===== src/spi_master_byte_shifter_core_macros.svh =====
// Assertion macros used by the SPI byte shifter RTL
`ifndef SPI_MASTER_BYTE_SHIFTER_CORE_MACROS_SVH
`define SPI_MASTER_BYTE_SHIFTER_CORE_MACROS_SVH

// Same-cycle implication, checked out of reset
`define SMBS_ASSERT_NOW(label, pre, post) \
    label: assert property (@(posedge clk) disable iff (!rst_n) (pre) |-> (post)) \
        else $error("smbs assertion failed");

// Next-cycle implication, checked out of reset
`define SMBS_ASSERT_NEXT(label, pre, post) \
    label: assert property (@(posedge clk) disable iff (!rst_n) (pre) |=> (post)) \
        else $error("smbs assertion failed");

`endif


===== src/smbs_pkg.sv =====
// Types and constants for the SPI master byte shifter
package smbs_pkg;

    localparam int DATA_BITS = 8;
    localparam int CNT_W     = $clog2(DATA_BITS + 1);
    localparam int CFG_IDX_W = 2;

    localparam logic [CFG_IDX_W-1:0] CFG_SPI_MODE    = 2'd0;
    localparam logic [CFG_IDX_W-1:0] CFG_HALF_PERIOD = 2'd1;
    localparam logic [CFG_IDX_W-1:0] CFG_THREE_WIRE  = 2'd2;

    localparam logic KIND_TICK  = 1'b0;
    localparam logic KIND_START = 1'b1;

    localparam logic [1:0] PH_SETUP  = 2'd0;
    localparam logic [1:0] PH_ACTIVE = 2'd1;
    localparam logic [1:0] PH_HOLD   = 2'd2;

    typedef struct packed {
        logic       kind;
        logic [7:0] tx_byte;
        logic       miso;
    } in_word_t;

    typedef struct packed {
        logic       sck;
        logic       mosi;
        logic       busy_res;
        logic       done_res;
        logic [7:0] rx_byte;
    } out_word_t;

endpackage


===== src/spi_master_byte_shifter_core.sv =====
// SPI master byte shifter: bit sequencer with registered result word
// The result word of an accepted word sits in the output register from the next cycle on.
// Throughput: one word per cycle while the input is not stalled; the sequencer state advances once per accepted word.
// The input stalls only while the output register holds a word that is itself stalled.
// rst_n clears all sequencer state and config to mode 0, half_period 1, three_wire 0.
// Reset leaves SCK at the mode 0 idle level (low) and the output register empty.
`include "spi_master_byte_shifter_core_macros.svh"

module spi_master_byte_shifter_core
(
    input  logic                           clk,
    input  logic                           rst_n,
    input  logic                           in_valid,
    output logic                           in_stall,
    input  smbs_pkg::in_word_t             in_word,
    output logic                           out_valid,
    input  logic                           out_stall,
    output smbs_pkg::out_word_t            out_word,
    input  logic                           cfg_valid,
    output logic                           cfg_ready,
    input  logic [smbs_pkg::CFG_IDX_W-1:0] cfg_index,
    input  logic [7:0]                     cfg_data
);
    import smbs_pkg::*;

    logic [1:0]           spi_mode_reg;
    logic [7:0]           half_period_reg;
    logic                 three_wire_reg;

    logic [DATA_BITS-1:0] tx_shift_reg, tx_shift_next;
    logic [DATA_BITS-1:0] rx_shift_reg, rx_shift_next;
    logic [CNT_W-1:0]     bits_left_reg, bits_left_next;
    logic [1:0]           bit_phase_reg, bit_phase_next;
    logic [7:0]           delay_count_reg, delay_count_next;
    logic                 sck_level_reg, sck_level_next;
    logic                 mosi_level_reg, mosi_level_next;
    logic                 active_reg, active_next;

    logic                 out_valid_reg;
    out_word_t            out_word_reg, out_word_next;

    logic                 in_accept;
    logic                 cfg_write;
    logic                 idle_lvl;
    logic                 cpha;
    logic [7:0]           unit_ticks;
    logic [DATA_BITS-1:0] sample_val;
    logic [CNT_W-1:0]     bits_dec;
    logic                 done;

    assign in_stall  = out_valid_reg & out_stall;
    assign in_accept = in_valid & ~in_stall;
    assign cfg_ready = 1'b1;
    assign cfg_write = cfg_valid & cfg_ready;

    assign idle_lvl   = spi_mode_reg[1];
    assign cpha       = spi_mode_reg[0];
    assign unit_ticks = (half_period_reg == 8'd0) ? 8'd1 : half_period_reg;
    assign sample_val = three_wire_reg ? rx_shift_reg
                                       : DATA_BITS'({rx_shift_reg, in_word.miso});
    assign bits_dec   = (bits_left_reg != '0) ? bits_left_reg - 1'b1 : '0;

    always_comb
    begin
        tx_shift_next    = tx_shift_reg;
        rx_shift_next    = rx_shift_reg;
        bits_left_next   = bits_left_reg;
        bit_phase_next   = bit_phase_reg;
        delay_count_next = delay_count_reg;
        sck_level_next   = sck_level_reg;
        mosi_level_next  = mosi_level_reg;
        active_next      = active_reg;
        done             = 1'b0;

        if (in_accept)
        begin
            if (in_word.kind == KIND_START)
            begin
                if (!active_reg)
                begin
                    // load and run the setup step of the first bit at once
                    rx_shift_next    = '0;
                    bits_left_next   = CNT_W'(DATA_BITS);
                    active_next      = 1'b1;
                    mosi_level_next  = in_word.tx_byte[DATA_BITS-1];
                    tx_shift_next    = DATA_BITS'(in_word.tx_byte) << 1;
                    sck_level_next   = cpha ? ~idle_lvl : idle_lvl;
                    bit_phase_next   = PH_SETUP;
                    delay_count_next = unit_ticks;
                end
            end
            else if (active_reg)
            begin
                if (delay_count_reg > 8'd1)
                begin
                    delay_count_next = delay_count_reg - 8'd1;
                end
                else
                begin
                    case (bit_phase_reg)
                        PH_SETUP:
                        begin
                            if (cpha)
                            begin
                                sck_level_next = idle_lvl;
                                rx_shift_next  = sample_val;
                                bit_phase_next = PH_ACTIVE;
                            end
                            else
                            begin
                                sck_level_next = ~idle_lvl;
                                bit_phase_next = PH_ACTIVE;
                            end
                            delay_count_next = unit_ticks;
                        end
                        PH_ACTIVE:
                        begin
                            if (!cpha)
                            begin
                                rx_shift_next    = sample_val;
                                sck_level_next   = idle_lvl;
                                bit_phase_next   = PH_HOLD;
                                delay_count_next = unit_ticks;
                            end
                        end
                        default:
                        begin
                        end
                    endcase

                    // close the bit: end of hold step, or active step in phase-1 modes
                    if ((bit_phase_reg != PH_SETUP) &&
                        !(bit_phase_reg == PH_ACTIVE && !cpha))
                    begin
                        bits_left_next = bits_dec;
                        if (bits_dec == '0)
                        begin
                            active_next      = 1'b0;
                            bit_phase_next   = PH_SETUP;
                            delay_count_next = 8'd0;
                            sck_level_next   = idle_lvl;
                            done             = 1'b1;
                        end
                        else
                        begin
                            mosi_level_next  = tx_shift_reg[DATA_BITS-1];
                            tx_shift_next    = tx_shift_reg << 1;
                            sck_level_next   = cpha ? ~idle_lvl : sck_level_reg;
                            bit_phase_next   = PH_SETUP;
                            delay_count_next = unit_ticks;
                        end
                    end
                end
            end
            else
            begin
                sck_level_next = idle_lvl;
            end
        end

        // a mode write while idle moves SCK to the new idle level
        if (cfg_write && cfg_index == CFG_SPI_MODE && !active_reg)
        begin
            sck_level_next = cfg_data[1];
        end
    end

    always_comb
    begin
        out_word_next.sck      = sck_level_next;
        out_word_next.mosi     = mosi_level_next;
        out_word_next.busy_res = active_next;
        out_word_next.done_res = done;
        out_word_next.rx_byte  = done ? 8'(rx_shift_next) : 8'd0;
    end

    always_ff @(posedge clk or negedge rst_n)
    begin
        if (!rst_n)
        begin
            spi_mode_reg    <= 2'd0;
            half_period_reg <= 8'd1;
            three_wire_reg  <= 1'b0;
        end
        else if (cfg_write)
        begin
            case (cfg_index)
                CFG_SPI_MODE:    spi_mode_reg    <= cfg_data[1:0];
                CFG_HALF_PERIOD: half_period_reg <= cfg_data;
                CFG_THREE_WIRE:  three_wire_reg  <= cfg_data[0];
                default:
                begin
                end
            endcase
        end
    end

    always_ff @(posedge clk or negedge rst_n)
    begin
        if (!rst_n)
        begin
            tx_shift_reg    <= '0;
            rx_shift_reg    <= '0;
            bits_left_reg   <= '0;
            bit_phase_reg   <= PH_SETUP;
            delay_count_reg <= 8'd0;
            sck_level_reg   <= 1'b0;
            mosi_level_reg  <= 1'b0;
            active_reg      <= 1'b0;
        end
        else
        begin
            tx_shift_reg    <= tx_shift_next;
            rx_shift_reg    <= rx_shift_next;
            bits_left_reg   <= bits_left_next;
            bit_phase_reg   <= bit_phase_next;
            delay_count_reg <= delay_count_next;
            sck_level_reg   <= sck_level_next;
            mosi_level_reg  <= mosi_level_next;
            active_reg      <= active_next;
        end
    end

    // hold the result word until taken
    always_ff @(posedge clk or negedge rst_n)
    begin
        if (!rst_n)
        begin
            out_valid_reg <= 1'b0;
        end
        else if (in_accept)
        begin
            out_valid_reg <= 1'b1;
        end
        else if (!out_stall)
        begin
            out_valid_reg <= 1'b0;
        end
    end

    always_ff @(posedge clk)
    begin
        if (in_accept)
        begin
            out_word_reg <= out_word_next;
        end
    end

    assign out_valid = out_valid_reg;
    assign out_word  = out_word_reg;

    `SMBS_ASSERT_NOW(a_active_bits, 1'b1, active_reg == (bits_left_reg != '0))
    `SMBS_ASSERT_NOW(a_idle_sck, !active_reg, sck_level_reg == spi_mode_reg[1])
    `SMBS_ASSERT_NEXT(a_start_busy, in_accept && in_word.kind == KIND_START && !active_reg, active_reg)
    `SMBS_ASSERT_NOW(a_done_idle, out_valid_reg && out_word_reg.done_res, !out_word_reg.busy_res)

endmodule


===== config.mk =====
export PLATFORM = sky130hd
export DESIGN_NAME = spi_master_byte_shifter_core
export DESIGN_NICKNAME = d
export VERILOG_FILES = /design/src/smbs_pkg.sv /design/src/spi_master_byte_shifter_core.sv
export VERILOG_INCLUDE_DIRS = /design/src /design/src/src
export SDC_FILE = /design/constraint.sdc
export NUM_CORES = 1
export LEC_CHECK = 0
export BUFFER_PORTS_ARGS = -buffer_cell sky130_fd_sc_hd__clkbuf_2
export CELL_PAD_IN_SITES_DETAIL_PLACEMENT = 1
export CELL_PAD_IN_SITES_GLOBAL_PLACEMENT = 1
export CORE_AREA = 10 10 79 108
export DETAILED_ROUTE_END_ITERATION = 6
export DIE_AREA = 0 0 89 118
export GPL_ROUTABILITY_DRIVEN = 0
export PLACE_DENSITY_LB_ADDON = 0.3
export RECOVER_POWER = 25
export SYNTH_ARGS = -nofsm -noshare
export SYNTH_HDL_FRONTEND = slang
export SYNTH_SLANG_ARGS = --single-unit

===== constraint.sdc =====
create_clock -name clk -period 2.6 [get_ports clk]
set_clock_uncertainty 0.1 [all_clocks]
set_input_delay 0.52 -clock clk [delete_from_list [all_inputs] [get_ports clk]]
set_output_delay 0.52 -clock clk [all_outputs]
set_load 0.03 [all_outputs]

# After elaboration in Yosys (flattened, before gate mapping)

Cells that the tools add are included.

Flip-flop bits (word level): 57
Bits of input ports: 25
Output and inout bits: 15
Logic and storage cells: 128

Add/sub/neg operators: 2
Order comparisons: 1
Eq/ne operators: 9
Multiplexer cells: 71
Bitwise operators: 4
Reduce and logical (&&, ||, !) cells: 24

Operators by type and width:

| operator              | count |
|---|---|
| $mux W8               | 22 |
| $mux W1               | 33 |
| $pmux W8 S2           | 2 |
| $mux W4               | 6 |
| $mux W2               | 6 |
| $reduce_and A6 Y1     | 2 |
| $reduce_and A5 Y1     | 2 |
| $gt A8 B1 Y1 const B  | 1 |
| $logic_not A8 Y1      | 1 |
| $reduce_bool A4 Y1    | 2 |
| $sub A8 B1 Y8 const B | 1 |
| $ne A2 B2 Y1 const B  | 3 |
| $reduce_and A2 Y1     | 3 |
| $reduce_bool A2 Y1    | 3 |
| $ne A5 B4 Y1 const B  | 1 |
| $reduce_bool A5 Y1    | 1 |
| $eq A2 B1 Y1 const B  | 2 |
| $logic_and A1 B1 Y1   | 4 |
| $logic_not A2 Y1      | 2 |
| $logic_not A4 Y1      | 1 |
| $ne A4 B3 Y1 const B  | 1 |
| $pmux W2 S2           | 1 |
| $sub A4 B1 Y4 const B | 1 |
| $logic_not A1 Y1      | 3 |
| 5 further kinds       | 7 |

# Depth between registers and ports, before layout

Gate-level depths: netlist (run 1).

Word-level depth: 10
Depth in mapped cells: 8
Mapped depth without buffers: 7

# Worst setup path after synthesis (run 1)

OpenSTA, ideal clock, no wires.

Path kind: input -> register
From: input port in_valid
To: register delay_count_reg[7]
Setup time: 0.126 ns
Data arrival time: 2.251 ns
Data required time: 2.374 ns
Path slack: 0.123 ns
Stages: 7
Path buffers: 1
Cells stage by stage: a21bo_2 -> clkbuf_1 -> clkinv_1 -> nand2_1 -> nor4_1 -> and2b_2 -> a221o_1

Longest elaborated chain between the ends: 2

RTL lines:

| element                            | RTL line                            | text |
|---|---|---|
| from (decl)                        | spi_master_byte_shifter_core.sv:13  | `input logic in_valid,` |
| $and A1 B1 Y1                      | spi_master_byte_shifter_core.sv:52  | `assign in_accept = in_valid & ~in_stall;` |
| named net in_accept                | spi_master_byte_shifter_core.sv:42  | `logic in_accept;` |
| $reduce_and A5 Y1 (no source line) | n/a                                 |  |
| to (signal assigned)               | spi_master_byte_shifter_core.sv:217 | `delay_count_reg <= delay_count_next;` |
| to (decl)                          | spi_master_byte_shifter_core.sv:34  | `logic [7:0] delay_count_reg, delay_count_next;` |

The timed path passes the listed nets, and every way through them passes these cells.
A chain may end at the register's enable or synchronous reset.

# Worst setup path in the final report (run 1)

From: register delay_count_reg[4]
To: register delay_count_reg[6]

Longest elaborated chain between the ends: 4
Elaborated cells between the ends (all ways): 8
Classes of those cells: 1 x add/sub; 1 x order compare; 1 x eq/ne; 3 x mux; 2 x reduce/logical

RTL lines:

| element                                              | RTL line                                                               | text |
|---|---|---|
| $sub A8 B1 Y8 / $gt A8 B1 Y1 (equally long branches) | spi_master_byte_shifter_core.sv:96, spi_master_byte_shifter_core.sv:94 |  |
| $mux W8                                              | spi_master_byte_shifter_core.sv:94                                     | `if (delay_count_reg > 8'd1)` |
| $mux W8                                              | spi_master_byte_shifter_core.sv:92                                     | `else if (active_reg)` |
| $mux W8                                              | spi_master_byte_shifter_core.sv:77                                     | `if (in_word.kind == KIND_START)` |

Parallel ways exist; a longest one is shown, timed or not. The select of a mux whose other input is x is not followed.

==> results of run 1 <==
==> cells in the mapped netlist, types with 2 or more instances <==
library cell | number | share of area, %
sky130_fd_sc_hd__mux2i_1 | 2 | 0.71
sky130_fd_sc_hd__and2_1 | 5 | 1.1
sky130_fd_sc_hd__clkbuf_1 | 11 | 1.5
sky130_fd_sc_hd__o221ai_1 | 3 | 0.93
sky130_fd_sc_hd__edfxtp_1 | 12 | 13
sky130_fd_sc_hd__o22ai_1 | 15 | 3.3
sky130_fd_sc_hd__and3_1 | 2 | 0.44
sky130_fd_sc_hd__or3_1 | 3 | 0.67
sky130_fd_sc_hd__nand2b_1 | 2 | 0.44
sky130_fd_sc_hd__nor2b_1 | 2 | 0.44
sky130_fd_sc_hd__nor4_1 | 7 | 1.6
sky130_fd_sc_hd__nand3b_1 | 3 | 0.80
sky130_fd_sc_hd__dfrtp_1 | 43 | 38
sky130_fd_sc_hd__nand2_1 | 33 | 4.4
sky130_fd_sc_hd__o2bb2ai_1 | 2 | 0.62
sky130_fd_sc_hd__nand4_1 | 3 | 0.67
sky130_fd_sc_hd__nand3_1 | 12 | 2.1
sky130_fd_sc_hd__nor3b_1 | 2 | 0.53
sky130_fd_sc_hd__a32oi_1 | 2 | 0.62
sky130_fd_sc_hd__o21ai_0 | 19 | 3.4
sky130_fd_sc_hd__ha_1 | 4 | 1.8
sky130_fd_sc_hd__mux2_2 | 10 | 4.0
sky130_fd_sc_hd__or2_2 | 2 | 0.44
sky130_fd_sc_hd__or4_4 | 2 | 0.80
sky130_fd_sc_hd__a221o_1 | 6 | 2.1
sky130_fd_sc_hd__inv_1 | 11 | 1.5
sky130_fd_sc_hd__a21oi_1 | 24 | 4.3
sky130_fd_sc_hd__nor3_1 | 9 | 1.6
sky130_fd_sc_hd__nor2_1 | 11 | 1.5
==> where the power goes <==
| group | leakage (nW) | switching, W | internal [W] |
|---|---|---|---|
| sequential | 0.654 | 0.000199 | 0.00108 |
| combinational | 0.690 | 0.000446 | 0.000345 |
| clock | 0.0583 | 0.000301 | 0.000291 |
==> per-stage QoR <==
step	std cells	hold slack [ns]	cell area [um^2]	util, %
2_1_floorplan	285	0.124	2820	-
3_3_place_gp	392	0.371	3110	47.6
3_5_place_dp	392	0.397	3110	47.6
4_1_cts	400	0.202	3220	49.4
5_1_grt	400	0.314	3220	49.4
6_report	400	0.312	3220	49.4
==> worst max-delay path, stage by stage, from the launching register on <==
cell and delay [ns]:
sky130_fd_sc_hd__dfrtp_1 0.46, sky130_fd_sc_hd__or4_4 0.56, sky130_fd_sc_hd__nor3_1 0.20, sky130_fd_sc_hd__buf_4 0.22
sky130_fd_sc_hd__o21ai_0 0.15, sky130_fd_sc_hd__a21oi_1 0.43, sky130_fd_sc_hd__a221o_1 0.23
==> metal layers <==
metal	track usage (%)	part of all wire, %	vias up
met4	4.99	1.8	0
met1	18.6	45	1159
met5	0	0	-
met3	2.63	3.7	12
met2	24.4	50	46
li1	-	-	1142
==> final cells by class <==
cell class	instances	area, um^2
tap	74	92.6
sequential	56	1460
fill	760	3300
timing repair buffer	47	255
clock inverter	3	47.5
inverter	12	45.0
multi-input combinational	203	1250
clock buffer	5	68.8
==> logic make-up after synthesis <==
logic type | share of synthesized area (%)
compound gates | 19.1
other cells | 0.133
mux | 4.70
simple gates | 18.3
fa+ha+maj | 1.77
flops | 51.8
buf+inv | 3.90
xor+xnor | 0.310
==> worst max path at each step <==
stage / from / to / slack [ns] / depth (start not counted)
after floorplan: in_valid / delay_count_reg[7] / 0.12 / 7
after global placement: delay_count_reg[4] / tx_shift_reg[5] / 0.27 / 5
after detailed placement: delay_count_reg[4] / tx_shift_reg[7] / 0.17 / 5
after CTS: delay_count_reg[4] / tx_shift_reg[7] / 0.15 / 5
after global routing: bits_left_reg[0] / delay_count_reg[3] / 0.02 / 7
final: delay_count_reg[4] / delay_count_reg[6] / 0.17 / 6
==> impl_summary.log, run 1 <==
[metrics] clock sink count: 56
[metrics] maximum number of pins on one net before global-route repair: 45
[metrics] Die Ht: 118 um
[metrics] die boundary width: 89 um
[metrics] Place WS: 0.166 ns
[metrics] worst reg2reg path endpoint: delay_count_reg[6]
[metrics] total global routing overflow: 0
[metrics] Crit. End Element: flip-flop
[metrics] area of the mapped netlist: 0.00282 mm^2
[metrics] library cell used as clock root buffer: sky130_fd_sc_hd__clkbuf_8
[metrics] # setup viols final: 0
[metrics] total negative setup slack: 0 ns
[metrics] global-route wire length before repair: 12,800 um
[metrics] asr flop ratio synth: 78.6%
[metrics] synth-to-layout area growth: 14.2%
[metrics] first drt pass iteration count: 4
[metrics] antenna violations before repair: 0
[metrics] share of layout cells above drive strength 1: 23.0%
[metrics] sequential fraction of the synthesis area: 51.8%
[metrics] maximum count of clock buffers along a single path: 2
[metrics] pin slew with the least headroom to its limit: 1.12 ns
[metrics] Final Max Tran Viols: 0
[metrics] average size of a mapped cell: 9.90 um^2
[metrics] top library cells by usage in the layout, fill and taps aside: 43 x sky130_fd_sc_hd__dfrtp_1, 39 x sky130_fd_sc_hd__clkbuf_2, 33 x sky130_fd_sc_hd__nand2_1, 24 x sky130_fd_sc_hd__a21oi_1, 19 x sky130_fd_sc_hd__o21ai_0
[metrics] Arrival @ worst endpoint: 2.58 ns
[metrics] most common library cell in the layout ignoring fill and taps: sky130_fd_sc_hd__dfrtp_1
[metrics] post-CTS setup-driven buffer insertion count: 0
[metrics] number of buffers added on ports: 38
[metrics] Final period util: 93.3%
[metrics] worst hold path stage count: 2
[metrics] area inside the core boundary: 0.00653 mm^2
[metrics] post-detailed-route via-to-cell ratio: 5.90
[metrics] H-Tree Level Count: 2
[metrics] drt drc: 0
[metrics] worst reg-to-reg path cell count: 6
[metrics] number of DRC markers after the initial detailed-route iteration: 132
[metrics] data required time of the critical path: 2.76 ns
[metrics] R2R Setup Slk: 0.17 ns
[metrics] detailed-route wire length: 7330 um
[metrics] Detail Placement HPWL: 5360 um
[metrics] via count of the first global-routing pass: 2,639
[metrics] HP Class: in2reg
[metrics] R2R Path Start: delay_count_reg[4]
[metrics] post-synthesis net count: 314
[metrics] worst supply voltage drop on vdd: 0.467 mV
[metrics] max-cap violations: 0
[metrics] status: completed
[metrics] remaining number of nets flagged by the antenna check after routing: 0
[metrics] Layout Nets: 354
[metrics] TritonCTS clock tree: done
[metrics] global-route total usage across every layer: 14.8%
[metrics] top flip-flop cell by instance count after synthesis: sky130_fd_sc_hd__dfrtp_1
[metrics] number of buffers added by the clock tree synthesis step: 5
[metrics] number of different library cells in the post-synthesis netlist: 52
[metrics] number of storage elements in the synthesis netlist: 56
[metrics] Die Area: 0.0105 mm^2
[metrics] leakage power summed over all cells: 1.40 nW
[metrics] critical path type: reg2reg
[metrics] RSZ-0062 raised after global routing: no
[metrics] Post-Synthesis Cells: 285
[metrics] achievable clock frequency: 412 MHz
[metrics] CP max FO: 14
[metrics] Clock Latency Late Sink: 0.32 ns
[metrics] Warnings, synthesis: 0
[metrics] antenna cells: 0
[metrics] worst slew margin relative to its limit: 25.6%
[metrics] io pins: 40
[metrics] post-CTS sizing: 0
[metrics] clk slew on worst S/H paths: 0.10 ns
[metrics] Worst Hold Endpoint: out_valid
[metrics] hold path startpoint: in_valid
[metrics] minimum period implied by the final worst setup slack: 2.43 ns
[metrics] Largest register FFs: 12
[metrics] vias after detailed routing: 2,359
[metrics] drt wl/cell: 18.3 um
[metrics] number of synthesized flops with an enable pin: 12
[metrics] number of buffers inserted by hold repair at cts: 0
[metrics] number of core rows: 35
[metrics] overall power after layout: 0.00266 W
[metrics] pwr/cell area: 827 mW/mm^2
[metrics] CP startpoint kind: flip-flop
[metrics] effective utilization at floorplan: 43.2%
[metrics] final critical-path setup slack: 0.174 ns
[metrics] hold violation count in the final report: 0
No activity file was read; power rests on OpenSTA's default activity.
==> run 2: changes to the inputs <==
- CORE_AREA: 10 10 79 108 -> 10 10 82 113
- DIE_AREA: 0 0 89 118 -> 0 0 92 123
==> run 2 against run 1 <==
Maximum frequency rose by 0.19%. Hold slack got worse by 0.0055 ns. Utilization fell by 4.1 points. Wire length rose by 2.5%. Die area rose by 7.8%. Setup slack improved by 0.0047 ns. Largest cell class unchanged. Register-to-register slack barely moved. Clock-buffer cell count did not move. Critical path depth fell by 1. Non-clock buffer count rose by 3. Combinational power rose by 2.9%.
==> impl_summary.log, run 2 (synthesis results as in run 1) <==
[metrics] area inside the core boundary: 0.00722 mm^2 (+11%)
[metrics] number of buffers added on ports: 38 (unchanged)
[metrics] Largest register FFs: 12 (unchanged)
[metrics] vias after detailed routing: 2,454 (+4.0%)
[metrics] CP max FO: 9 (-5)
[metrics] io pins: 40 (unchanged)
[metrics] clock sink count: 56 (unchanged)
[metrics] remaining number of nets flagged by the antenna check after routing: 0 (unchanged)
[metrics] TritonCTS clock tree: done
[metrics] worst supply voltage drop on vdd: 0.409 mV (-13%)
[metrics] number of buffers added by the clock tree synthesis step: 5 (unchanged)
[metrics] Final Max Tran Viols: 0 (unchanged)
[metrics] detailed-route wire length: 7520 um (+2.5%)
[metrics] total global routing overflow: 0 (unchanged)
[metrics] share of layout cells above drive strength 1: 22.2% (-0.82 points)
[metrics] status: completed
[metrics] Die Ht: 123 um (+4.2%)
[metrics] met2 demand-to-capacity share in global routing: 23.8% (-0.58 points)
[metrics] data required time of the critical path: 2.75 ns (about the same)
[metrics] Arrival @ worst endpoint: 2.57 ns (about the same)
[metrics] Final period util: 93.1% (-0.18 points)
[metrics] clk slew on worst S/H paths: 0.10 ns (about the same)
[metrics] post-CTS setup-driven buffer insertion count: 0 (unchanged)
[metrics] RSZ-0062 raised after global routing: no
[metrics] minimum period implied by the final worst setup slack: 2.42 ns (-0.00471 ns)
[metrics] fin util: 45.3% (-4.1 points)
[metrics] die boundary width: 92 um (+3.4%)
[metrics] hold path startpoint: in_valid
[metrics] library cell used as clock root buffer: sky130_fd_sc_hd__clkbuf_8
[metrics] max-cap violations: 0 (unchanged)
[metrics] pwr/cell area: 817 mW/mm^2 (-1.2%)
[metrics] maximum number of pins on one net before global-route repair: 23 (-49%)
[metrics] cell at the slowest stage of the critical path: sky130_fd_sc_hd__or4_4
[metrics] pin slew with the least headroom to its limit: 1.27 ns (+0.155 ns)
[metrics] most common library cell in the layout ignoring fill and taps: sky130_fd_sc_hd__dfrtp_1
[metrics] beginning of the critical path: delay_count_reg[5]
[metrics] number of core rows: 37 (+5.7%)
[metrics] Layout Nets: 357 (+0.85%)
[metrics] overall power after layout: 0.00267 W (+0.28%)
[metrics] Detail Placement HPWL: 5540 um (+3.2%)
[metrics] crit-path max cell delay: 0.57 ns (about the same)
[metrics] drt wl/cell: 17.6 um (-3.8%)
[metrics] via count of the first global-routing pass: 2,614 (-0.95%)
[metrics] antenna cells: 0 (unchanged)
[metrics] Die Area: 0.0113 mm^2 (+7.8%)
[metrics] achievable clock frequency: 413 MHz (+0.19%)
[metrics] number of DRC markers after the initial detailed-route iteration: 85 (-36%)
[metrics] top library cells by usage in the layout, fill and taps aside: 43 x sky130_fd_sc_hd__dfrtp_1, 35 x sky130_fd_sc_hd__clkbuf_2, 33 x sky130_fd_sc_hd__nand2_1, 23 x sky130_fd_sc_hd__a21oi_1, 19 x sky130_fd_sc_hd__o21ai_0
[metrics] layer with the highest usage: met2
[metrics] synth-to-layout area growth: 15.9%
[metrics] post-detailed-route via-to-cell ratio: 5.76 (-2.3%)
[metrics] global-route wire length before repair: 12,700 um (-1.2%)
[metrics] antenna violations before repair: 0 (unchanged)
[metrics] Crit. End Element: flip-flop
[metrics] worst slew margin relative to its limit: 15.2% (-10 points)
[metrics] HP Class: in2reg
[metrics] H-Tree Level Count: 2 (unchanged)
[metrics] GRT met3 Usage: 2.12% (-0.51 points)
[metrics] CP startpoint kind: flip-flop
[metrics] CP cell instances: or4_4, o41ai_1, and2_1, o22ai_1, a21oi_1
[metrics] effective utilization at floorplan: 39.1% (-4.2 points)
[metrics] drt drc: 0 (unchanged)
[metrics] first drt pass iteration count: 4 (unchanged)
[metrics] maximum count of clock buffers along a single path: 2 (unchanged)
[metrics] Clock Latency Late Sink: 0.31 ns (about the same)
[metrics] total negative setup slack: 0 ns (unchanged)
[metrics] leakage power summed over all cells: 1.39 nW (-0.51%)
[metrics] critical path type: reg2reg
[metrics] hold violation count in the final report: 0 (unchanged)
[metrics] met1 track demand over resource: 15.9% (-2.7 points)
[metrics] # setup viols final: 0 (unchanged)
[metrics] R2R Path Start: delay_count_reg[5]
[metrics] global-route total usage across every layer: 13.5% (-1.3 points)
run 2: final timing paths:
kind / to / depth (start not counted) / slack, ns
worst max-delay path: tx_shift_reg[7] / 5 / 0.18
worst min-delay path: out_valid / 2 / 0.31
worst max register to register: tx_shift_reg[7] / 5 / 0.18
worst min register to register: rx_shift_reg[7] / 2 / 0.41
max in group asynchronous: rx_shift_reg[6] / 3 / 0.51
min in group asynchronous: tx_shift_reg[3] / 2 / 0.45
run 2: what timing repair did:
item | in CTS | in global routing
setup endpoints to repair | 0 | 4
hold endpoints to repair | 3 | 0
hold buffers | 1 | 0
resized for setup | 0 | 2
run 2: routing by layer:
| layer | share of wire (%) | wire (um) | up-vias |
|---|---|---|---|
| li1 | - | - | 1148 |
| met1 | 43 | 3260 | 1245 |
| met2 | 51 | 3840 | 50 |
| met3 | 3.2 | 239 | 11 |
| met4 | 2.3 | 172 | 0 |
| met5 | 0 | 0 | - |
run 2: power by group:
group	internal, W	switching, W	total [W]
Sequential	0.00108	0.000194	0.00128
Combinational	0.000355	0.000459	0.000814
Clock	0.000286	0.000296	0.000582
Total	0.00172	0.000948	0.00267
run 2: cell type report:
type | instances | area (um^2)
clock buffer | 5 | 68.8
clock inverter | 3 | 42.5
fill | 858 | 3950
inverter | 12 | 45.0
multi-input combinational | 203 | 1260
sequential | 56 | 1460
tap | 97 | 121
timing repair buffer | 50 | 272
run 2: critical path: cells and delay by family, from the launching register on:
family	cells	cell delay, ns
AND/OR/NAND/NOR	2	1.00
AO/OA/AOI/OAI	3	0.83
flip-flops	1	0.43
run 2: stage by stage:
| step | setup WS (ns) | instances | hold WS [ns] | area (um^2) |
|---|---|---|---|---|
| final | 0.178 | 426 | 0.307 | 3270 |
| after global routing | 0.0384 | 426 | 0.317 | 3270 |
| after CTS | 0.170 | 426 | 0.308 | 3270 |
| after detailed placement | 0.212 | 417 | 0.235 | 3150 |
| after global placement | 0.265 | 417 | 0.236 | 3150 |
| after floorplan | 0.123 | 285 | 0.124 | 2820 |
